==> config.mk <==
export PLATFORM = sky130hd
export DESIGN_NAME = partitioned_rice_residual_decoder
export DESIGN_NICKNAME = d
export VERILOG_FILES = /design/src/prrd_pkg.sv /design/src/prrd_front.sv /design/src/prrd_back.sv /design/src/partitioned_rice_residual_decoder.sv
export SDC_FILE = /design/constraint.sdc
export NUM_CORES = 1
export LEC_CHECK = 0
export BUFFER_PORTS_ARGS = -buffer_cell sky130_fd_sc_hd__buf_4
export CELL_PAD_IN_SITES_DETAIL_PLACEMENT = 1
export CELL_PAD_IN_SITES_GLOBAL_PLACEMENT = 2
export CORE_MARGIN = 2
export CORE_UTILIZATION = 36
export DETAILED_ROUTE_END_ITERATION = 10
export PLACE_DENSITY = 0.86
export SLEW_MARGIN = 10
export SYNTH_ARGS = -nofsm -noshare
export SYNTH_HDL_FRONTEND = slang
export SYNTH_SLANG_ARGS = --single-unit
==> constraint.sdc <==
create_clock -name clock -period 5.8 [get_ports clock]
set_input_delay 0.29 -clock clock [delete_from_list [all_inputs] [get_ports clock]]
set_output_delay 0.29 -clock clock [all_outputs]
set_load 0.01 [all_outputs]
==> src/prrd_pkg.sv <==
// Package for the partitioned Rice residual decoder: request and result
// types, decoder phase codes and fixed field widths. No dependencies.
package prrd_pkg;

   // Decoder phases of the residual section.
   typedef enum logic [2:0] {
      PH_IDLE,
      PH_CODING,
      PH_PORDER,
      PH_PARAM,
      PH_ESCW,
      PH_UNARY,
      PH_REMAIN,
      PH_RAW
   } phase_type;

   // Kind of a queued request, as sorted by the front end.
   typedef enum logic {
      ITEM_DATA,
      ITEM_START
   } kind_type;

   typedef struct packed {
      kind_type    kind;
      logic [16:0] block_size;
      logic [5:0]  predictor_order;
      logic [7:0]  data_byte;
   } req_item_type;

   // Head of the request queue as seen by the back end.
   typedef struct packed {
      logic         valid;
      req_item_type item;
   } queue_head_type;

   typedef struct packed {
      logic [31:0] residual;
      logic        last;
      logic        error;
   } rsp_item_type;

   localparam int QUEUE_DEPTH    = 4;
   localparam int QUEUE_PTR_BITS = 2;

   localparam logic [5:0] CODING_BITS      = 6'd2;
   localparam logic [5:0] PORDER_BITS      = 6'd4;
   localparam logic [5:0] PARAM_BITS_NARROW = 6'd4;
   localparam logic [5:0] PARAM_BITS_WIDE  = 6'd5;
   localparam logic [5:0] ESCW_BITS        = 6'd5;
   localparam logic [4:0] ESCAPE_NARROW    = 5'h0F;
   localparam logic [4:0] ESCAPE_WIDE      = 5'h1F;
   localparam logic [3:0] MAX_RESULTS      = 4'd8;
   localparam logic [4:0] BYTE_BITS        = 5'd8;

endpackage

==> src/prrd_front.sv <==
// Front end of the residual decoder: takes requests, sorts them into start
// and data requests and holds them in a short queue. Uses prrd_pkg.
module prrd_front import prrd_pkg::*; (
   input  logic           clock,
   input  logic           reset,
   input  logic           req_tvalid,
   output logic           req_tready,
   input  logic [31:0]    req_tdata,
   input  logic           req_tuser,
   output queue_head_type head,
   input  logic           pop
);

   req_item_type                queue_mem [QUEUE_DEPTH];
   logic [QUEUE_PTR_BITS-1:0]   wr_ptr_ff, wr_ptr_in;
   logic [QUEUE_PTR_BITS-1:0]   rd_ptr_ff, rd_ptr_in;
   logic [QUEUE_PTR_BITS:0]     count_ff, count_in;
   logic                        push;
   logic                        do_pop;
   req_item_type                new_item;

   assign req_tready = (count_ff != (QUEUE_PTR_BITS+1)'(QUEUE_DEPTH));
   assign push       = req_tvalid && req_tready;
   assign do_pop     = pop && (count_ff != '0);

   always_comb begin
      new_item.kind            = req_tuser ? ITEM_START : ITEM_DATA;
      new_item.block_size      = req_tdata[16:0];
      new_item.predictor_order = req_tdata[22:17];
      new_item.data_byte       = req_tdata[30:23];
   end

   always_comb begin
      wr_ptr_in = push ? wr_ptr_ff + 1'b1 : wr_ptr_ff;
      rd_ptr_in = do_pop ? rd_ptr_ff + 1'b1 : rd_ptr_ff;
      count_in  = count_ff;
      if (push && !do_pop) begin
         count_in = count_ff + 1'b1;
      end else if (!push && do_pop) begin
         count_in = count_ff - 1'b1;
      end
   end

   always_ff @(posedge clock) begin
      if (reset) begin
         wr_ptr_ff <= '0;
         rd_ptr_ff <= '0;
         count_ff  <= '0;
      end else begin
         wr_ptr_ff <= wr_ptr_in;
         rd_ptr_ff <= rd_ptr_in;
         count_ff  <= count_in;
      end
   end

   always_ff @(posedge clock) begin
      if (push) begin
         queue_mem[wr_ptr_ff] <= new_item;
      end
   end

   assign head.valid = (count_ff != '0);
   assign head.item  = queue_mem[rd_ptr_ff];

endmodule

==> src/prrd_back.sv <==
// Back end of the residual decoder: bit-at-a-time section parser, Rice and
// escape sample decoding, and the result register. Uses prrd_pkg.
module prrd_back import prrd_pkg::*; #(
   parameter int RESIDUAL_BITS = 32
) (
   input  logic           clock,
   input  logic           reset,
   input  queue_head_type head,
   output logic           pop,
   output logic           rsp_tvalid,
   input  logic           rsp_tready,
   output rsp_item_type   rsp_item
);

   localparam logic [31:0] RES_MASK = 32'((64'd1 << RESIDUAL_BITS) - 64'd1);
   localparam logic [31:0] SAT_HI   = RES_MASK >> 1;
   localparam logic [31:0] SAT_LO   = ~SAT_HI;

   phase_type                phase_ff, phase_in;
   logic                     wide_ff, wide_in;
   logic [3:0]               porder_ff, porder_in;
   logic [15:0]              parts_left_ff, parts_left_in;
   logic [16:0]              samples_left_ff, samples_left_in;
   logic [4:0]               rice_ff, rice_in;
   logic [RESIDUAL_BITS-1:0] quot_ff, quot_in;
   logic [31:0]              accum_ff, accum_in;
   logic [5:0]               bits_needed_ff, bits_needed_in;
   logic [16:0]              size_ff, size_in;
   logic [5:0]               order_ff, order_in;
   logic [15:0]              pend_bits_ff, pend_bits_in;
   logic [4:0]               pend_count_ff, pend_count_in;
   logic                     busy_ff, busy_in;
   logic [3:0]               res_count_ff, res_count_in;
   logic                     out_valid_ff;
   rsp_item_type             out_item_ff;

   logic                     end_case, field_case, leave;
   logic                     emit, load, advance, out_free;
   logic                     end_part, go_idle;
   rsp_item_type             emit_item;

   logic [5:0]               part_bits;
   logic [16:0]              part_each, next_part_samples, samples_dec;
   logic [15:0]              parts_dec;
   logic [3:0]               new_porder;
   logic [16:0]              first_each, first_samples, porder_mask;
   logic                     porder_bad;
   logic [4:0]               bit_pos;
   logic                     cur_bit;
   logic [31:0]              unary_limit, rice_x, rice_value;
   logic                     rice_ovf;
   logic [31:0]              raw_mask, raw_u;
   logic [4:0]               raw_top;
   logic                     raw_sign;
   logic [31:0]              raw_value;
   logic [7:0]               keep_mask;

   // Shared partition arithmetic.
   assign part_bits         = wide_ff ? PARAM_BITS_WIDE : PARAM_BITS_NARROW;
   assign part_each         = size_ff >> porder_ff;
   assign next_part_samples = (porder_ff == '0) ? size_ff - 17'(order_ff) : part_each;
   assign parts_dec         = parts_left_ff - 1'b1;
   assign samples_dec       = samples_left_ff - 1'b1;

   // Partition order check on the freshly read field.
   assign new_porder    = accum_ff[3:0];
   assign first_each    = size_ff >> new_porder;
   assign first_samples = (new_porder == '0) ? size_ff - 17'(order_ff)
                                             : first_each - 17'(order_ff);
   assign porder_mask   = 17'((18'd1 << new_porder) - 18'd1);
   always_comb begin
      if (size_ff == '0) begin
         porder_bad = 1'b1;
      end else if (new_porder == '0) begin
         porder_bad = (size_ff <= 17'(order_ff));
      end else begin
         porder_bad = ((size_ff & porder_mask) != '0) || (first_each < 17'(order_ff));
      end
   end

   // Bit taken from the pending buffer.
   assign bit_pos = pend_count_ff - 1'b1;
   assign cur_bit = pend_bits_ff[bit_pos[3:0]];

   // Rice sample: the quotient is kept small enough that only an over-wide
   // remainder can overflow the residual range.
   assign unary_limit = RES_MASK >> rice_ff;
   assign rice_ovf    = (accum_ff & ~RES_MASK) != '0;
   assign rice_x      = (32'(quot_ff) << rice_ff) | accum_ff;
   assign rice_value  = {1'b0, rice_x[31:1]} ^ {32{rice_x[0]}};

   // Escape sample: sign extend from the raw width, then saturate.
   assign raw_mask  = (32'd1 << rice_ff) - 32'd1;
   assign raw_top   = rice_ff - 5'd1;
   assign raw_sign  = (rice_ff != '0) && accum_ff[raw_top];
   assign raw_u     = (rice_ff == '0) ? '0 : (raw_sign ? accum_ff | ~raw_mask : accum_ff);
   always_comb begin
      if ($signed(raw_u) > $signed(SAT_HI)) begin
         raw_value = SAT_HI;
      end else if ($signed(raw_u) < $signed(SAT_LO)) begin
         raw_value = SAT_LO;
      end else begin
         raw_value = raw_u;
      end
   end

   assign keep_mask = 8'((9'd1 << pend_count_ff[3:0]) - 9'd1);

   // Loop control: a request is finished once eight results have left, the
   // section has ended, or the next step needs a bit that is not there yet.
   assign end_case   = ((phase_ff == PH_UNARY) || (phase_ff == PH_RAW)) &&
                       (samples_left_ff == '0);
   assign field_case = (phase_ff != PH_UNARY) && (bits_needed_ff == '0);
   assign leave      = !busy_ff || (res_count_ff == MAX_RESULTS) || (phase_ff == PH_IDLE) ||
                       (!end_case && !field_case && (pend_count_ff == '0));

   assign out_free = !out_valid_ff || rsp_tready;
   assign advance  = !emit || out_free;
   assign pop      = load && advance;

   always_comb begin
      phase_in        = phase_ff;
      wide_in         = wide_ff;
      porder_in       = porder_ff;
      parts_left_in   = parts_left_ff;
      samples_left_in = samples_left_ff;
      rice_in         = rice_ff;
      quot_in         = quot_ff;
      accum_in        = accum_ff;
      bits_needed_in  = bits_needed_ff;
      size_in         = size_ff;
      order_in        = order_ff;
      pend_bits_in    = pend_bits_ff;
      pend_count_in   = pend_count_ff;
      busy_in         = busy_ff;
      res_count_in    = res_count_ff;
      emit            = 1'b0;
      emit_item       = '0;
      load            = 1'b0;
      end_part        = 1'b0;
      go_idle         = 1'b0;

      if (!leave) begin
         if (end_case) begin
            end_part = 1'b1;
         end else if (field_case) begin
            case (phase_ff)
               PH_CODING: begin
                  if (accum_ff >= 32'd2) begin
                     emit      = 1'b1;
                     emit_item = '{residual: '0, last: 1'b1, error: 1'b1};
                     go_idle   = 1'b1;
                  end else begin
                     wide_in        = accum_ff[0];
                     phase_in       = PH_PORDER;
                     bits_needed_in = PORDER_BITS;
                     accum_in       = '0;
                  end
               end
               PH_PORDER: begin
                  porder_in = new_porder;
                  if (porder_bad) begin
                     emit      = 1'b1;
                     emit_item = '{residual: '0, last: 1'b1, error: 1'b1};
                     go_idle   = 1'b1;
                  end else begin
                     parts_left_in   = 16'd1 << new_porder;
                     phase_in        = PH_PARAM;
                     bits_needed_in  = part_bits;
                     accum_in        = '0;
                     samples_left_in = first_samples;
                  end
               end
               PH_PARAM: begin
                  rice_in = accum_ff[4:0];
                  if (accum_ff[4:0] == (wide_ff ? ESCAPE_WIDE : ESCAPE_NARROW)) begin
                     phase_in       = PH_ESCW;
                     bits_needed_in = ESCW_BITS;
                  end else begin
                     phase_in = PH_UNARY;
                     quot_in  = '0;
                  end
                  accum_in = '0;
               end
               PH_ESCW: begin
                  rice_in        = accum_ff[4:0];
                  phase_in       = PH_RAW;
                  bits_needed_in = 6'(accum_ff[4:0]);
                  accum_in       = '0;
               end
               PH_REMAIN: begin
                  if (rice_ovf) begin
                     emit      = 1'b1;
                     emit_item = '{residual: '0, last: 1'b1, error: 1'b1};
                     go_idle   = 1'b1;
                  end else begin
                     phase_in        = PH_UNARY;
                     quot_in         = '0;
                     accum_in        = '0;
                     emit            = 1'b1;
                     emit_item       = '{residual: rice_value,
                                         last: (samples_dec == '0) && (parts_left_ff == 16'd1),
                                         error: 1'b0};
                     samples_left_in = samples_dec;
                     end_part        = (samples_dec == '0);
                  end
               end
               PH_RAW: begin
                  bits_needed_in  = 6'(rice_ff);
                  accum_in        = '0;
                  emit            = 1'b1;
                  emit_item       = '{residual: raw_value,
                                      last: (samples_dec == '0) && (parts_left_ff == 16'd1),
                                      error: 1'b0};
                  samples_left_in = samples_dec;
                  end_part        = (samples_dec == '0);
               end
               default: begin
                  go_idle = 1'b1;
               end
            endcase
         end else begin
            pend_count_in = bit_pos;
            if (phase_ff == PH_UNARY) begin
               if (cur_bit) begin
                  phase_in       = PH_REMAIN;
                  bits_needed_in = 6'(rice_ff);
                  accum_in       = '0;
               end else if (32'(quot_ff) >= unary_limit) begin
                  emit      = 1'b1;
                  emit_item = '{residual: '0, last: 1'b1, error: 1'b1};
                  go_idle   = 1'b1;
               end else begin
                  quot_in = quot_ff + 1'b1;
               end
            end else begin
               accum_in       = {accum_ff[30:0], cur_bit};
               bits_needed_in = bits_needed_ff - 1'b1;
            end
         end
         if (emit) begin
            res_count_in = res_count_ff + 1'b1;
         end
      end else if (head.valid) begin
         load         = 1'b1;
         busy_in      = 1'b1;
         res_count_in = '0;
         if (head.item.kind == ITEM_START) begin
            phase_in        = PH_CODING;
            wide_in         = 1'b0;
            porder_in       = '0;
            parts_left_in   = '0;
            samples_left_in = '0;
            rice_in         = '0;
            quot_in         = '0;
            accum_in        = '0;
            bits_needed_in  = CODING_BITS;
            size_in         = head.item.block_size;
            order_in        = head.item.predictor_order;
            pend_bits_in    = {8'd0, head.item.data_byte};
            pend_count_in   = BYTE_BITS;
         end else if (phase_ff == PH_IDLE) begin
            // A data byte outside a section is dropped.
            busy_in = 1'b1;
         end else if (pend_count_ff > BYTE_BITS) begin
            emit         = 1'b1;
            emit_item    = '{residual: '0, last: 1'b1, error: 1'b1};
            go_idle      = 1'b1;
            res_count_in = 4'd1;
         end else begin
            pend_bits_in  = {pend_bits_ff[7:0] & keep_mask, head.item.data_byte};
            pend_count_in = pend_count_ff + BYTE_BITS;
         end
      end else begin
         busy_in = 1'b0;
      end

      if (end_part) begin
         parts_left_in = parts_dec;
         if (parts_dec == '0) begin
            go_idle = 1'b1;
         end else begin
            phase_in        = PH_PARAM;
            bits_needed_in  = part_bits;
            accum_in        = '0;
            samples_left_in = next_part_samples;
         end
      end
      if (go_idle) begin
         phase_in      = PH_IDLE;
         pend_bits_in  = '0;
         pend_count_in = '0;
      end
   end

   always_ff @(posedge clock) begin
      if (reset) begin
         phase_ff        <= PH_IDLE;
         wide_ff         <= 1'b0;
         porder_ff       <= '0;
         parts_left_ff   <= '0;
         samples_left_ff <= '0;
         rice_ff         <= '0;
         quot_ff         <= '0;
         accum_ff        <= '0;
         bits_needed_ff  <= '0;
         size_ff         <= '0;
         order_ff        <= '0;
         pend_bits_ff    <= '0;
         pend_count_ff   <= '0;
         busy_ff         <= 1'b0;
         res_count_ff    <= '0;
      end else if (advance) begin
         phase_ff        <= phase_in;
         wide_ff         <= wide_in;
         porder_ff       <= porder_in;
         parts_left_ff   <= parts_left_in;
         samples_left_ff <= samples_left_in;
         rice_ff         <= rice_in;
         quot_ff         <= quot_in;
         accum_ff        <= accum_in;
         bits_needed_ff  <= bits_needed_in;
         size_ff         <= size_in;
         order_ff        <= order_in;
         pend_bits_ff    <= pend_bits_in;
         pend_count_ff   <= pend_count_in;
         busy_ff         <= busy_in;
         res_count_ff    <= res_count_in;
      end
   end

   always_ff @(posedge clock) begin
      if (reset) begin
         out_valid_ff <= 1'b0;
      end else if (emit && advance) begin
         out_valid_ff <= 1'b1;
      end else if (rsp_tready) begin
         out_valid_ff <= 1'b0;
      end
   end

   always_ff @(posedge clock) begin
      if (emit && advance) begin
         out_item_ff <= emit_item;
      end
   end

   assign rsp_tvalid = out_valid_ff;
   assign rsp_item   = out_item_ff;

endmodule

==> src/partitioned_rice_residual_decoder.sv <==
// Top level of the partitioned Rice residual decoder: joins the request
// queue front end and the decoding back end. Uses prrd_pkg.
//
// Usage. The request channel carries the residual section one byte per
// request, most significant bit first. A request with req_tuser high starts
// a new section: it latches the block size and predictor order and its own
// byte is the first byte of the section; a section in progress is dropped.
// Data requests outside a section are ignored. Each decoded residual leaves
// on the result channel; rsp_tlast marks the final residual of the section,
// and rsp_tuser marks an error result (residual zero, tlast high), after
// which the block waits for the next start request.
// Timing. Requests enter a four-deep queue, so the front end keeps taking
// them while the back end works. The back end loads a request, then works
// through it step by step: a stream bit, a completed field or a partition
// boundary; at most eight results leave per request. A backlog error result
// is emitted as its request loads. A full result register stalls the back
// end at its next result; the queue then fills and req_tready falls. Reset
// empties the queue and the result register and leaves the decoder idle.
module partitioned_rice_residual_decoder import prrd_pkg::*; #(
   parameter int RESIDUAL_BITS = 32
) (
   input  logic        clock,
   input  logic        reset,
   input  logic        req_tvalid,
   output logic        req_tready,
   // block_size [16:0], predictor_order [22:17], data_byte [30:23], zero [31]
   input  logic [31:0] req_tdata,
   // start_req
   input  logic        req_tuser,
   output logic        rsp_tvalid,
   input  logic        rsp_tready,
   // residual [31:0], two's complement
   output logic [31:0] rsp_tdata,
   output logic        rsp_tlast,
   // error
   output logic        rsp_tuser
);

   queue_head_type head;
   logic           pop;
   rsp_item_type   rsp_item;

   // Front end: request queue, sorting start requests from data requests.
   prrd_front u_front (
      .clock      (clock),
      .reset      (reset),
      .req_tvalid (req_tvalid),
      .req_tready (req_tready),
      .req_tdata  (req_tdata),
      .req_tuser  (req_tuser),
      .head       (head),
      .pop        (pop)
   );

   // Back end: section parser and sample decoder with its result register.
   prrd_back #(
      .RESIDUAL_BITS (RESIDUAL_BITS)
   ) u_back (
      .clock      (clock),
      .reset      (reset),
      .head       (head),
      .pop        (pop),
      .rsp_tvalid (rsp_tvalid),
      .rsp_tready (rsp_tready),
      .rsp_item   (rsp_item)
   );

   assign rsp_tdata = rsp_item.residual;
   assign rsp_tlast = rsp_item.last;
   assign rsp_tuser = rsp_item.error;

endmodule
==> results of run 1 <==
==> worst max-delay path: cells and delay by family (launching register included) <==
kind	cells	cell delay, ns
xor gates and xnor gates	1	0.18
AOI/OAI and AO/OA	9	2.26
and+or+nand+nor	2	0.39
DFF	1	0.32
adders and majority gates	5	1.72
buffers and inverters	4	0.46
==> cell type report <==
type / instances / area, µm²
Fill cell: 7494 / 37700
Multi-Input combinational cell: 2074 / 13800
Sequential cell: 337 / 8377
Timing Repair Buffer: 188 / 1516
Tap cell: 855 / 1070
Clock buffer: 50 / 1059
Clock inverter: 24 / 364.1
Inverter: 92 / 345.3
==> power by group through the flow <==
stage	registers, mW	logic, mW	clock network, mW
after floorplan	2.99	3.77	0
after global placement	3.12	5.22	0
after detailed placement	3.14	5.34	0
after CTS	3.09	5.40	2.79
after global routing	3.13	5.90	2.87
final	3.10	5.45	2.74
==> per-layer routing <==
layer | track usage | up-vias | wire, µm | part of all wire
li1 | - | 10110 | - | -
met1 | 0.3367 | 11110 | 37240 | 0.43
met2 | 0.4278 | 707 | 41270 | 0.48
met3 | 0.03081 | 164 | 4567 | 0.053
met4 | 0.09184 | 0 | 2927 | 0.034
met5 | 0 | - | 0 | 0
==> sequential cells by signal, indices dropped and copies added, names as in the netlist, named ones only <==
| name | cells |
|---|---|
| u_back.accum_ff | 32 |
| u_back.quot_ff | 32 |
| u_back.size_ff | 17 |
| u_front.queue_mem | 128 |
| u_back.rsp_tvalid | 1 |
| u_back.res_count_ff | 4 |
| u_front.rd_ptr_ff | 2 |
| u_back.rice_ff | 5 |
| u_back.bits_needed_ff | 6 |
| u_back.porder_ff | 4 |
| u_front.wr_ptr_ff | 2 |
| u_back.samples_left_ff | 17 |
| u_back.rsp_item | 34 |
| u_back.parts_left_ff | 16 |
| u_back.order_ff | 6 |
| u_back.busy_ff | 1 |
| u_back.phase_ff | 3 |
| u_back.wide_ff | 1 |
| u_back.pend_count_ff | 5 |
| u_front.count_ff | 3 |
| u_back.pend_bits_ff | 16 |
==> placed cells by master (no fill, tap or decap), types with 10 or more instances in the layout <==
cell,instances
sky130_fd_sc_hd__mux2i_1,72
sky130_fd_sc_hd__clkbuf_16,40
sky130_fd_sc_hd__nand2_1,299
sky130_fd_sc_hd__or3_1,28
sky130_fd_sc_hd__o21ai_0,167
sky130_fd_sc_hd__ha_1,74
sky130_fd_sc_hd__xor2_1,45
sky130_fd_sc_hd__dlygate4sd3_1,32
sky130_fd_sc_hd__nor2_1,299
sky130_fd_sc_hd__nor3_1,63
sky130_fd_sc_hd__a21oi_1,260
sky130_fd_sc_hd__a22o_1,31
sky130_fd_sc_hd__o22ai_1,41
sky130_fd_sc_hd__a211oi_1,39
sky130_fd_sc_hd__inv_1,85
sky130_fd_sc_hd__buf_4,154
sky130_fd_sc_hd__o211ai_1,24
sky130_fd_sc_hd__a22oi_1,12
sky130_fd_sc_hd__a311oi_1,10
sky130_fd_sc_hd__a221oi_1,10
sky130_fd_sc_hd__mux2_2,21
sky130_fd_sc_hd__and2_1,13
sky130_fd_sc_hd__mux4_2,63
sky130_fd_sc_hd__a31oi_1,29
sky130_fd_sc_hd__nand2b_1,14
sky130_fd_sc_hd__o21a_1,14
sky130_fd_sc_hd__o31ai_1,16
sky130_fd_sc_hd__and3_1,26
sky130_fd_sc_hd__a21o_1,10
sky130_fd_sc_hd__nand4_1,21
sky130_fd_sc_hd__edfxtp_1,162
sky130_fd_sc_hd__nor2b_1,20
sky130_fd_sc_hd__o32ai_1,25
sky130_fd_sc_hd__nand3_1,62
sky130_fd_sc_hd__xnor2_1,55
sky130_fd_sc_hd__nor4_1,29
sky130_fd_sc_hd__dfxtp_1,170
==> synthesized netlist by cell type, types with 41 or more instances <==
cell,n
sky130_fd_sc_hd__nand3_1,62
sky130_fd_sc_hd__xnor2_1,55
sky130_fd_sc_hd__o21ai_0,167
sky130_fd_sc_hd__nor2_1,301
sky130_fd_sc_hd__inv_1,85
sky130_fd_sc_hd__nand2_1,299
sky130_fd_sc_hd__a21oi_1,262
sky130_fd_sc_hd__o22ai_1,41
sky130_fd_sc_hd__nor3_1,66
sky130_fd_sc_hd__xor2_1,45
sky130_fd_sc_hd__mux4_2,63
sky130_fd_sc_hd__mux2i_1,72
sky130_fd_sc_hd__ha_1,74
sky130_fd_sc_hd__dfxtp_1,175
sky130_fd_sc_hd__clkbuf_1,163
sky130_fd_sc_hd__edfxtp_1,162
==> repair_timing <==
item / in CTS / in global routing
gates resized for setup: 0 / 1
endpoints found under the setup margin: 0 / 1
endpoints found under the hold margin: 128 / 0
hold buffers: 32 / 0
==> worst min-delay path by stage <==
stage | to | slack (ns) | from | depth (start not counted)
after floorplan | u_front.queue_mem[0][0] | 0.39 | req_tdata[23] | 0
after global placement | u_back.order_ff[3] | 0.45 | u_back.order_ff[3] | 2
after detailed placement | u_back.order_ff[3] | 0.45 | u_back.order_ff[3] | 2
after CTS | u_back.porder_ff[3] | 0.16 | reset | 2
after global routing | u_back.porder_ff[1] | 0.20 | reset | 2
final | u_back.porder_ff[3] | 0.20 | reset | 2
==> cell families after synthesis <==
logic type                 Yosys count  share of synthesized area
AOI/OAI and AO/OA                  801                     0.2213
xor gates and xnor gates           100                    0.03758
adders and majority gates           77                    0.04231
buffers and inverters              299                    0.05074
DFF                                337                     0.3591
muxes                              157                     0.1024
and+or+nand+nor                    939                     0.1866
==> stage by stage <==
step | cell area, µm² | worst slack [ns] | total power [mW] | hold slack [ns] | cells
2_1_floorplan | 23310 | 0.09281 | 6.766 | 0.3889 | 2710
3_3_place_gp | 24790 | 0.4496 | 8.335 | 0.4483 | 3514
3_5_place_dp | 24790 | 0.3441 | 8.477 | 0.4523 | 3514
4_1_cts | 26530 | 0.3095 | 11.28 | 0.1633 | 3620
5_1_grt | 26530 | 0.1094 | 11.90 | 0.2002 | 3620
6_report | 26530 | 0.4149 | 11.29 | 0.2007 | 3620
==> qor_table.md, run 1 <==
| Item | Value |
|:---|:---|
| Outcome | complete, no violations |
| Final Critical Period | 5.385 ns |
| CTS tree | built |
| Static power due to leakage | 9.360 nW |
| Share of post-route cells with drive strength above 1 | 0.1309 |
| End of the critical path | u_front.count_ff[2] |
| Width of the die | 258.4 µm |
| Main area contributors after synthesis | sky130_fd_sc_hd__edfxtp_1, sky130_fd_sc_hd__dfxtp_1, sky130_fd_sc_hd__mux4_2 |
| Critical Path AT | 5.90 ns |
| Die extent in y | 258.4 µm |
| Area added between synthesis and finish | 13.85% |
| Number of antenna violations at the first check in global routing | 0 |
| Worst setup startpoint | u_back.rice_ff[1] |
| Tot GR Track Use | 0.2545 |
| Internal power of the cells | 6.400 mW |
| DR pass1 iterations | 6 |
| Worst rel slew slack | 0.2508 |
| CTS HTree Levels | 2 |
| Area inside the core boundary | 64230 µm² |
| Number of I/O pins | 73 |
| Post-DR vias/cell | 6.102 |
| RSZ-0062 raised after global routing | no |
| Combinational Power Share | 0.483 |
| Post-detail-place hpwl | 62.46 mm |
| Cells along the critical path | inv_1 > ha_1 > ha_1 > inv_1 > o21ai_0 > inv_1 > ha_1 > nand2_1 > o22ai_1 > a2111oi_0 > a311oi_1 > o21ai_2 > a21oi_1 > a31oi_2 > o21ai_1 > ha_1 > inv_1 > fa_1 > xor2_1 > or3_1 > a21oi_1 |
| Cells after synthesis | 2710 |
| Pwr/cell area | 425.3 nW/µm² |
| Number of post-CTS setup repair buffers | 0 |
| End-of-flow core utilization | 0.4131 |
| Clock Sinks | 337 |
| Residual antenna-violating net count after detailed routing | 0 |
| Post-route setup TNS | 0 ns |
| Sequential share of power | 0.274 |
| Die area | 66790 µm² |
| Worst slew pin tran | 1.121 ns |
| Via count | 22.09k |
| Post-synthesis sequential area ratio | 0.3591 |
| Wirelength, routed | 86.01 mm |
| Mean routed wirelength per cell | 23.76 µm |
| Largest buffer count on any clock path | 3 |
| Post-synth net total | 2824 |
| Number of DRC violations after detailed-routing iteration 0 | 2060 |
| Total count of max-transition violations in the final report | 0 |
| Final setup violating endpoints | 0 |
| Worst setup slack for register-to-register paths | 0.41 ns |
| First-pass GRT wire length | 135.2 mm |
| Sort of element at the start of the critical path | flop |
| R2r worst-path depth | 21 |
| Cts bufs inserted | 40 |
| Netlist Area Pre-Place | 23300 µm² |
| Remaining DRCs | 0 |
| Worst R2R Start | u_back.rice_ff[1] |
| Clock Pin Slew Worst Setup and Hold Paths | 0.06 ns |
| Number of register bits inferred by synthesis | 337 |
| Insertion delay to the later sink of the worst-skew pair | 0.60 ns |
| Per-instance average area after synthesis | 8.600 µm² |
| Most frequently used flop master after synthesis | sky130_fd_sc_hd__dfxtp_1 |
| Post-layout nets | 2847 |
| Maximum number of pins on one net before global-route repair | 62 |
| Area leader, netlist | sky130_fd_sc_hd__edfxtp_1 |
| Number of max-cap violations | 0 |
| Fmax | 185.7 MHz |
| Root buffer cell | sky130_fd_sc_hd__clkbuf_16 |
| Post-synth EDFFs | 162 |
| Number of antenna cells inserted | 0 |
| Switching part of the total | 0.4329 |
| Highest-delay cell along the critical path | sky130_fd_sc_hd__a311oi_1 |
| Switching component of the power | 4.885 mW |
| Type of the worst setup path | reg -> reg |
| Worst path required time | 6.32 ns |
| Via count of the first global-routing pass | 23.09k |
| Global placer's final weighted congestion | 0.9381 |
| Buffers on Ports | 71 |
| Crit-path max cell delay | 0.62 ns |
| Worst vdd rail ir drop | 0.3084 mV |
| Setup skew after layout | 0.05131 ns |
| Setup crit end kind | flop |
| Area share of the leading cell type in the synthesized netlist | 0.2087 |
| Starting density of the core | 0.3628 |
| Peak fanout along the critical path | 11 |
| Post-synthesis async set-or-reset flop share | 0 |
| Overflow after GRT | 0 |
| Number of distinct standard cells referenced by the synthesized netlist | 98 |
| Row Count | 93 |
| Worst hold path type | in -> reg |
| Share of total power in the clock network | 0.243 |
| Worst flop-to-flop path endpoint | u_front.count_ff[2] |
| Number of hold violations in the final report | 0 |
| Total number of yosys warnings | 0 |
| Tcrit/Tclk final | 0.9285 |
Note: power is estimated with default switching activity, not from simulation.
==> inputs of run 2 (changes only) <==
--- a/config.mk
+++ b/config.mk
@@ -5,11 +5,12 @@
 export SDC_FILE = /design/constraint.sdc
 export NUM_CORES = 1
 export LEC_CHECK = 0
+export ABC_AREA = 1
 export BUFFER_PORTS_ARGS = -buffer_cell sky130_fd_sc_hd__buf_4
 export CELL_PAD_IN_SITES_DETAIL_PLACEMENT = 1
 export CELL_PAD_IN_SITES_GLOBAL_PLACEMENT = 2
 export CORE_MARGIN = 2
-export CORE_UTILIZATION = 36
+export CORE_UTILIZATION = 33
 export DETAILED_ROUTE_END_ITERATION = 10
 export PLACE_DENSITY = 0.86
 export SLEW_MARGIN = 10
==> qor_table.md, run 2 <==
| Item | Value | Delta |
|:---|:---|:---|
| Outcome | complete, no violations | unchanged |
| Number of I/O pins | 73 | unchanged |
| Tot GR Track Use | 0.2491 | was 0.2545 |
| Number of antenna cells inserted | 0 | unchanged |
| Via count of the first global-routing pass | 25.92k | was 23.09k |
| Wirelength, routed | 99.36 mm | was 86.01 mm |
| Worst path required time | 6.27 ns | was 6.32 ns |
| Worst R2R Start | u_back.accum_ff[0] | was u_back.rice_ff[1] |
| Worst rel slew slack | 0.2763 | was 0.2508 |
| Insertion delay to the later sink of the worst-skew pair | 0.62 ns | was 0.60 ns |
| Worst vdd rail ir drop | 0.3687 mV | was 0.3084 mV |
| First-pass GRT wire length | 153.2 mm | was 135.2 mm |
| Post-synthesis async set-or-reset flop share | 0 | unchanged |
| Largest buffer count on any clock path | 3 | unchanged |
| Overflow after GRT | 0 | unchanged |
| Cells after synthesis | 3716 | was 2710 |
| Via count | 26.33k | was 22.09k |
| Residual antenna-violating net count after detailed routing | 0 | unchanged |
| Share of post-route cells with drive strength above 1 | 0.07916 | was 0.1309 |
| Combinational Power Share | 0.564 | was 0.483 |
| R2r worst-path depth | 27 | was 21 |
| Per-instance average area after synthesis | 6.724 µm² | was 8.600 µm² |
| Main area contributors after synthesis | sky130_fd_sc_hd__edfxtp_1, sky130_fd_sc_hd__dfxtp_1, sky130_fd_sc_hd__nand2_1 | was sky130_fd_sc_hd__edfxtp_1, sky130_fd_sc_hd__dfxtp_1, sky130_fd_sc_hd__mux4_2 |
| Peak fanout along the critical path | 23 | was 11 |
| Worst flop-to-flop path endpoint | u_back.quot_ff[4] | was u_front.count_ff[2] |
| Post-synth EDFFs | 162 | unchanged |
| Type of the worst setup path | reg -> reg | unchanged |
| Most frequent cells in the layout | sky130_fd_sc_hd__nand2_1, sky130_fd_sc_hd__o21ai_0, sky130_fd_sc_hd__nor2_1, sky130_fd_sc_hd__inv_1, sky130_fd_sc_hd__a21oi_1 | was sky130_fd_sc_hd__nor2_1, sky130_fd_sc_hd__nand2_1, sky130_fd_sc_hd__a21oi_1, sky130_fd_sc_hd__dfxtp_1, sky130_fd_sc_hd__o21ai_0 |
| Maximum number of pins on one net before global-route repair | 86 | was 62 |
| Resized Gates After CTS | 0 | unchanged |
| Post-synthesis sequential area ratio | 0.3349 | was 0.3591 |
| Starting density of the core | 0.3345 | was 0.3628 |
| Post-synth net total | 3830 | was 2824 |
| Commonest non-fill, non-tap cell in the layout | sky130_fd_sc_hd__nand2_1 |  |
| Total non-filler cell area in the finished layout | 28210 µm² | was 26530 µm² |
| Worst setup startpoint | u_back.accum_ff[0] | was u_back.rice_ff[1] |
| Area leader, netlist | sky130_fd_sc_hd__edfxtp_1 | unchanged |
| Remaining DRCs | 0 | unchanged |
| Layout Cells excl Fill | 4721 | was 3620 |
| Setup skew after layout | 0.05393 ns | was 0.05131 ns |
| Post-DR vias/cell | 5.578 | was 6.102 |
| CTS tree | built | unchanged |
| Switching component of the power | 7.217 mW | was 4.885 mW |
| Worst setup slack for register-to-register paths | 0.85 ns | was 0.41 ns |
| Global placer's final weighted congestion | 0.9195 | was 0.9381 |
| Post-layout nets | 3832 | was 2847 |
| Row Count | 100 | was 93 |
| Total number of yosys warnings | 0 | unchanged |
| Switching part of the total | 0.5117 | was 0.4329 |
| Worst slew pin tran | 1.058 ns | was 1.121 ns |
| Setup crit end kind | flop | unchanged |
| Post-route setup TNS | 0 ns | unchanged |
| Power Total | 14.10 mW | was 11.29 mW |
| Post-detail-place hpwl | 71.87 mm | was 62.46 mm |
| Number of instances in the placed design | 4611 | was 3514 |
| Number of max-cap violations | 0 | unchanged |
| Sequential share of power | 0.232 | was 0.274 |
| Width of the die | 279.2 µm | was 258.4 µm |
| Cts bufs inserted | 42 | was 40 |
| Area share of the leading cell type in the synthesized netlist | 0.1947 | was 0.2087 |
| Final setup violating endpoints | 0 | unchanged |
| Cell with the most instances after synthesis | sky130_fd_sc_hd__nand2_1 | was sky130_fd_sc_hd__nor2_1 |
| Number of hold violations in the final report | 0 | unchanged |
| Number of distinct standard cells referenced by the synthesized netlist | 63 | was 98 |
| Area inside the core boundary | 74700 µm² | was 64230 µm² |
| Buffers on Ports | 71 | unchanged |
| Critical Path AT | 5.42 ns | was 5.90 ns |
| Clock Sinks | 337 | unchanged |
| Area added between synthesis and finish | 12.90% | was 13.85% |
| Die area | 77930 µm² | was 66790 µm² |
| Internal power of the cells | 6.887 mW | was 6.400 mW |
| Netlist Area Pre-Place | 24990 µm² | was 23300 µm² |
| DR pass1 iterations | 5 | was 6 |
| CTS HTree Levels | 2 | unchanged |
| Most frequently used flop master after synthesis | sky130_fd_sc_hd__dfxtp_1 | unchanged |
| Tcrit/Tclk final | 0.8533 | was 0.9285 |
| Placement-stage cell area | 26360 µm² | was 24790 µm² |
| Startpoint of the worst hold path | reset | unchanged |
| Clock Pin Slew Worst Setup and Hold Paths | 0.06 ns | about the same |
| Die extent in y | 279.2 µm | was 258.4 µm |
| Number of register bits inferred by synthesis | 337 | unchanged |
| Top reg by flops | u_front.queue_mem | unchanged |
| Share of total power in the clock network | 0.205 | was 0.243 |
| End-of-flow core utilization | 0.3776 | was 0.4131 |
| Flip-flop count of the largest register after layout | 128 | unchanged |
| Worst hold path type | in -> reg | unchanged |
| End of the critical path | u_back.quot_ff[4] | was u_front.count_ff[2] |
| RSZ-0062 raised after global routing | no | unchanged |
| Pwr/cell area | 500.0 nW/µm² | was 425.3 nW/µm² |
| Sort of element at the start of the critical path | flop | unchanged |
| Most numerous cell types in the synthesized netlist | sky130_fd_sc_hd__nand2_1, sky130_fd_sc_hd__o21ai_0, sky130_fd_sc_hd__nor2_1, sky130_fd_sc_hd__inv_1, sky130_fd_sc_hd__a21oi_1 | was sky130_fd_sc_hd__nor2_1, sky130_fd_sc_hd__nand2_1, sky130_fd_sc_hd__a21oi_1, sky130_fd_sc_hd__dfxtp_1, sky130_fd_sc_hd__o21ai_0 |
| Static power due to leakage | 11.10 nW | was 9.360 nW |
| Mean routed wirelength per cell | 21.05 µm | was 23.76 µm |
| Fmax | 202.1 MHz | was 185.7 MHz |
| Number of antenna violations at the first check in global routing | 1 | was 0 |
| Total count of max-transition violations in the final report | 0 | unchanged |
| Root buffer cell | sky130_fd_sc_hd__clkbuf_16 | unchanged |
| Number of DRC violations after detailed-routing iteration 0 | 2102 | was 2060 |
| Final Critical Period | 4.949 ns | was 5.385 ns |
run 2: how the worst min path moves through the flow:
| stage | slack, ns | end | depth (start not counted) |
|---|---|---|---|
| detailed placement | 0.47 | u_back.pend_bits_ff[10] | 2 |
| global route | 0.1 | u_back.quot_ff[5] | 2 |
| global placement | 0.47 | u_back.busy_ff | 2 |
| floorplan | 0.39 | u_front.queue_mem[0][0] | 0 |
| finish | 0.1 | u_back.quot_ff[2] | 2 |
| CTS | 0.07 | u_back.rice_ff[4] | 2 |
run 2: cell type report:
class | instances | area, µm²
well taps | 969 | 1212
clock inverters | 32 | 437.9
flip-flops and latches | 337 | 8371
multi-input cells | 2848 | 14570
fillers | 9435 | 46490
clock buffers | 46 | 1086
inverters | 328 | 1232
repair buffers | 161 | 1301
run 2: per-stage QoR:
step | setup slack, ns | hold slack (ns)
after global routing | 0.4316 | 0.09801
final | 0.8510 | 0.09752
after global placement | 0.9910 | 0.4688
after CTS | 0.9136 | 0.07141
after floorplan | 0.8354 | 0.3889
after detailed placement | 0.9166 | 0.4745
run 2: logic make-up after synthesis:
| kind of cell | Yosys count | synth area share |
|---|---|---|
| flip-flops | 337 | 0.3349 |
| XOR/XNOR | 96 | 0.03365 |
| AO/OA/AOI/OAI | 946 | 0.2103 |
| buffers and inverters | 531 | 0.08358 |
| multiplexers | 16 | 0.006410 |
| AND/OR/NAND/NOR | 1713 | 0.2917 |
| adder cells (fa/ha/maj) | 77 | 0.03946 |
run 2: critical path: stages (launching register included):
cell                      delay (ns)
sky130_fd_sc_hd__dfxtp_1        0.67
sky130_fd_sc_hd__inv_2          0.31
sky130_fd_sc_hd__nand2_1        0.18
sky130_fd_sc_hd__inv_1          0.08
sky130_fd_sc_hd__nand2_1        0.10
sky130_fd_sc_hd__nand3_1        0.12
sky130_fd_sc_hd__nand3_1        0.12
sky130_fd_sc_hd__nand4_1        0.13
sky130_fd_sc_hd__ha_1           0.42
sky130_fd_sc_hd__nand2_1        0.07
sky130_fd_sc_hd__nor3_1         0.14
sky130_fd_sc_hd__nand2_1        0.07
sky130_fd_sc_hd__nand3_1        0.10
sky130_fd_sc_hd__nand2_1        0.10
sky130_fd_sc_hd__nand3_2        0.11
sky130_fd_sc_hd__nor2_2         0.06
sky130_fd_sc_hd__nand2_1        0.06
sky130_fd_sc_hd__nand2_1        0.05
sky130_fd_sc_hd__nand2_2        0.08
sky130_fd_sc_hd__nand2_4        0.09
sky130_fd_sc_hd__nand2_4        0.17
sky130_fd_sc_hd__nand4_2        0.15
sky130_fd_sc_hd__nand2_2        0.16
sky130_fd_sc_hd__nand2_2        0.10
sky130_fd_sc_hd__nand2_4        0.25
sky130_fd_sc_hd__nand2_1        0.12
sky130_fd_sc_hd__o21ai_0        0.67
sky130_fd_sc_hd__nor2_1         0.10
run 2: repair_timing:
action,4_1_cts,5_1_grt
hold endpoints to repair,128,0
setup endpoints to repair,0,0
setup buffers,0,0
hold buffers,32,0
run 2: power by group through the flow:
stage	clock network [mW]	registers [mW]	logic, mW
finish	2.89	3.27	7.95
CTS	2.94	3.25	7.88
floorplan	0	3.13	5.50
detailed placement	0	3.30	7.82
global route	3.02	3.30	8.84
global placement	0	3.29	7.67
run 2: metal layers:
metal / track usage / wire [µm] / up-vias
li1: - / - / 12650
met1: 0.3480 / 46890 / 12820
met2: 0.4099 / 45280 / 738
met3: 0.02368 / 4692 / 127
met4: 0.06576 / 2491 / 2
met5: 0 / 10 / -
==> inputs of run 3 (changes only) <==
--- a/config.mk
+++ b/config.mk
@@ -9,7 +9,7 @@
 export BUFFER_PORTS_ARGS = -buffer_cell sky130_fd_sc_hd__buf_4
 export CELL_PAD_IN_SITES_DETAIL_PLACEMENT = 1
 export CELL_PAD_IN_SITES_GLOBAL_PLACEMENT = 2
-export CORE_MARGIN = 2
+export CORE_MARGIN = 1.5
 export CORE_UTILIZATION = 33
 export DETAILED_ROUTE_END_ITERATION = 10
 export PLACE_DENSITY = 0.86
==> qor_table.md, run 3 (synthesized netlist as in run 2, its figures left out) <==
| Item | Value | Delta |
|:---|:---|:---|
| Outcome | complete, no violations | unchanged |
| Remaining DRCs | 0 | unchanged |
| Sort of element at the start of the critical path | flop | unchanged |
| R2r worst-path depth | 16 | was 27 |
| Post-layout nets | 3834 | was 3832 |
| Combinational Power Share | 0.566 | was 0.564 |
| Final Critical Period | 4.974 ns | was 4.949 ns |
| Tcrit/Tclk final | 0.8576 | was 0.8533 |
| Total non-filler cell area in the finished layout | 28230 µm² | was 28210 µm² |
| Worst setup slack for register-to-register paths | 0.83 ns | was 0.85 ns |
| CTS HTree Levels | 2 | unchanged |
| Row Count | 100 | unchanged |
| Overflow after GRT | 0 | unchanged |
| Total count of max-transition violations in the final report | 0 | unchanged |
| Insertion delay to the later sink of the worst-skew pair | 0.61 ns | was 0.62 ns |
| Number of post-CTS setup repair buffers | 0 | unchanged |
| RSZ-0062 raised after global routing | no | unchanged |
| Cts bufs inserted | 43 | was 42 |
| First-pass GRT wire length | 155.4 mm | was 153.2 mm |
| Pre-CTS setup slack | 0.9567 ns | was 0.9166 ns |
| Root buffer cell | sky130_fd_sc_hd__clkbuf_16 | unchanged |
| Number of instances in the placed design | 4612 | was 4611 |
| CTS tree | built | unchanged |
| Wirelength, routed | 100.2 mm | was 99.36 mm |
| Startpoint of the worst hold path | reset | unchanged |
| End of the worst hold path | u_front.count_ff[0] | was u_back.quot_ff[2] |
| Worst vdd rail ir drop | 0.3672 mV | was 0.3687 mV |
| End-of-flow core utilization | 0.3779 | was 0.3776 |
| Mean routed wirelength per cell | 21.22 µm | was 21.05 µm |
| Starting density of the core | 0.3345 | unchanged |
| Area inside the core boundary | 74700 µm² | unchanged |
| Via count of the first global-routing pass | 26.13k | was 25.92k |
| Sequential share of power | 0.230 | was 0.232 |
| Global placer's final weighted congestion | 0.9531 | was 0.9195 |
| Via count | 26.43k | was 26.33k |
| Area added between synthesis and finish | 12.97% | was 12.90% |
| Peak fanout along the critical path | 68 | was 23 |
| Clock Pin Slew Worst Setup and Hold Paths | 0.06 ns | about the same |
| Number of max-cap violations | 0 | unchanged |
| Share of post-route cells with drive strength above 1 | 0.07963 | was 0.07916 |
| Die extent in y | 278.2 µm | was 279.2 µm |
| Switching part of the total | 0.5132 | was 0.5117 |
| DR pass1 iterations | 5 | unchanged |
| Power Total | 14.17 mW | was 14.10 mW |
| Layout Cells excl Fill | 4724 | was 4721 |
| Worst hold path type | in -> reg | unchanged |
| Worst slew pin tran | 1.196 ns | was 1.058 ns |
| Number of hold violations in the final report | 0 | unchanged |
| Setup crit end kind | flop | unchanged |
| Setup skew after layout | 0.01768 ns | was 0.05393 ns |
| Worst flop-to-flop path endpoint | u_back.accum_ff[29] | was u_back.quot_ff[4] |
| Fmax | 201.0 MHz | was 202.1 MHz |
| Worst rel slew slack | 0.1969 | was 0.2763 |
| Maximum number of pins on one net before global-route repair | 86 | unchanged |
| Most frequent cells in the layout | sky130_fd_sc_hd__nand2_1, sky130_fd_sc_hd__o21ai_0, sky130_fd_sc_hd__nor2_1, sky130_fd_sc_hd__inv_1, sky130_fd_sc_hd__a21oi_1 | unchanged |
| Critical Path AT | 5.45 ns | was 5.42 ns |
| Internal power of the cells | 6.899 mW | was 6.887 mW |
| Top reg by flops | u_front.queue_mem | unchanged |
| Commonest non-fill, non-tap cell in the layout | sky130_fd_sc_hd__nand2_1 | unchanged |
| Width of the die | 278.2 µm | was 279.2 µm |
| Number of antenna cells inserted | 0 | unchanged |
| Die area | 77370 µm² | was 77930 µm² |
| Buffers on Ports | 71 | unchanged |
| Final setup violating endpoints | 0 | unchanged |
| Post-DR vias/cell | 5.595 | was 5.578 |
| Type of the worst setup path | reg -> reg | unchanged |
| Final-layout worst hold slack | 0.1120 ns | was 0.09752 ns |
| Number of DRC violations after detailed-routing iteration 0 | 1991 | was 2102 |
| Number of antenna violations at the first check in global routing | 0 | was 1 |
| Tot GR Track Use | 0.2541 | was 0.2491 |
| Post-route setup TNS | 0 ns | unchanged |
| Switching component of the power | 7.272 mW | was 7.217 mW |
| Placement-stage cell area | 26380 µm² | was 26360 µm² |
| Pwr/cell area | 502.0 nW/µm² | was 500.0 nW/µm² |
| Flip-flop count of the largest register after layout | 128 | unchanged |
| Worst R2R Start | u_back.pend_count_ff[0] | was u_back.accum_ff[0] |
| Final worst setup slack | 0.8259 ns | was 0.8510 ns |
| Share of total power in the clock network | 0.204 | was 0.205 |
| Largest buffer count on any clock path | 3 | unchanged |
| Static power due to leakage | 11.08 nW | was 11.10 nW |
| Clock Sinks | 337 | unchanged |
| Residual antenna-violating net count after detailed routing | 0 | unchanged |
| Post-detail-place hpwl | 72.54 mm | was 71.87 mm |
| Number of instances on the worst hold path | 2 | unchanged |
| Number of I/O pins | 73 | unchanged |
| Fill count | 9452 | was 9435 |
| Worst path required time | 6.28 ns | was 6.27 ns |
## run 3: worst max-delay path, stage by stage, from the launching register on
cell,delay [ns]
sky130_fd_sc_hd__dfxtp_1,0.70
sky130_fd_sc_hd__clkinv_1,0.48
sky130_fd_sc_hd__ha_1,0.37
sky130_fd_sc_hd__inv_1,0.08
sky130_fd_sc_hd__nor2_1,0.10
sky130_fd_sc_hd__nand3_2,0.10
sky130_fd_sc_hd__nand2_2,0.09
sky130_fd_sc_hd__nor2_2,0.78
sky130_fd_sc_hd__inv_2,0.32
sky130_fd_sc_hd__a21oi_2,0.34
sky130_fd_sc_hd__nand2_2,0.16
sky130_fd_sc_hd__nand2_2,0.13
sky130_fd_sc_hd__nand2_4,0.24
sky130_fd_sc_hd__buf_12,0.32
sky130_fd_sc_hd__buf_4,0.28
sky130_fd_sc_hd__o21ai_0,0.22
sky130_fd_sc_hd__a21oi_1,0.07
## run 3: what timing repair did
action                                  CTS  global route
hold buffers                             32             0
hold endpoints to repair                128             0
resized for setup                         0             0
endpoints found under the setup margin    0             0
## run 3: per-layer routing
metal / vias up / GRT usage / wire [µm] / share of wire
met5: - / 0 / 0 / 0
met1: 12930 / 0.3503 / 46650 / 0.47
li1: 12660 / - / - / -
met2: 683 / 0.4174 / 45980 / 0.46
met3: 156 / 0.02796 / 4863 / 0.049
met4: 0 / 0.07440 / 2751 / 0.027
## run 3: cell type report
type / count / area [µm²] / area share
clock buffers: 50 / 1132 / 0.04012
clock inverters: 30 / 396.6 / 0.01405
inverters: 328 / 1232 / 0.04366
multi-input cells: 2848 / 14570 / 0.5163
flip-flops and latches: 337 / 8371 / 0.2966
well taps: 969 / 1212 / 0.04295
repair buffers: 162 / 1309 / 0.04637
## run 3: worst max path at each step
stage / startpoint / end / slack (ns) / depth (start not counted)
2_1_floorplan: u_back.rice_ff[2] / u_back.rsp_item[0] / 0.84 / 19
3_3_place_gp: u_back.accum_ff[2] / u_back.accum_ff[31] / 0.98 / 26
3_5_place_dp: u_back.accum_ff[2] / u_back.accum_ff[31] / 0.96 / 26
4_1_cts: u_back.pend_count_ff[0] / u_back.accum_ff[29] / 0.91 / 16
5_1_grt: u_back.accum_ff[2] / u_back.accum_ff[31] / 0.48 / 26
6_report: u_back.pend_count_ff[0] / u_back.accum_ff[29] / 0.83 / 16
## run 3: power by group through the flow
stage	logic, mW	registers [mW]	clock network, mW
6_report	8.02	3.26	2.89
5_1_grt	8.89	3.30	3.03
4_1_cts	7.93	3.25	2.95
3_5_place_dp	7.86	3.30	0
3_3_place_gp	7.73	3.29	0
2_1_floorplan	5.50	3.13	0
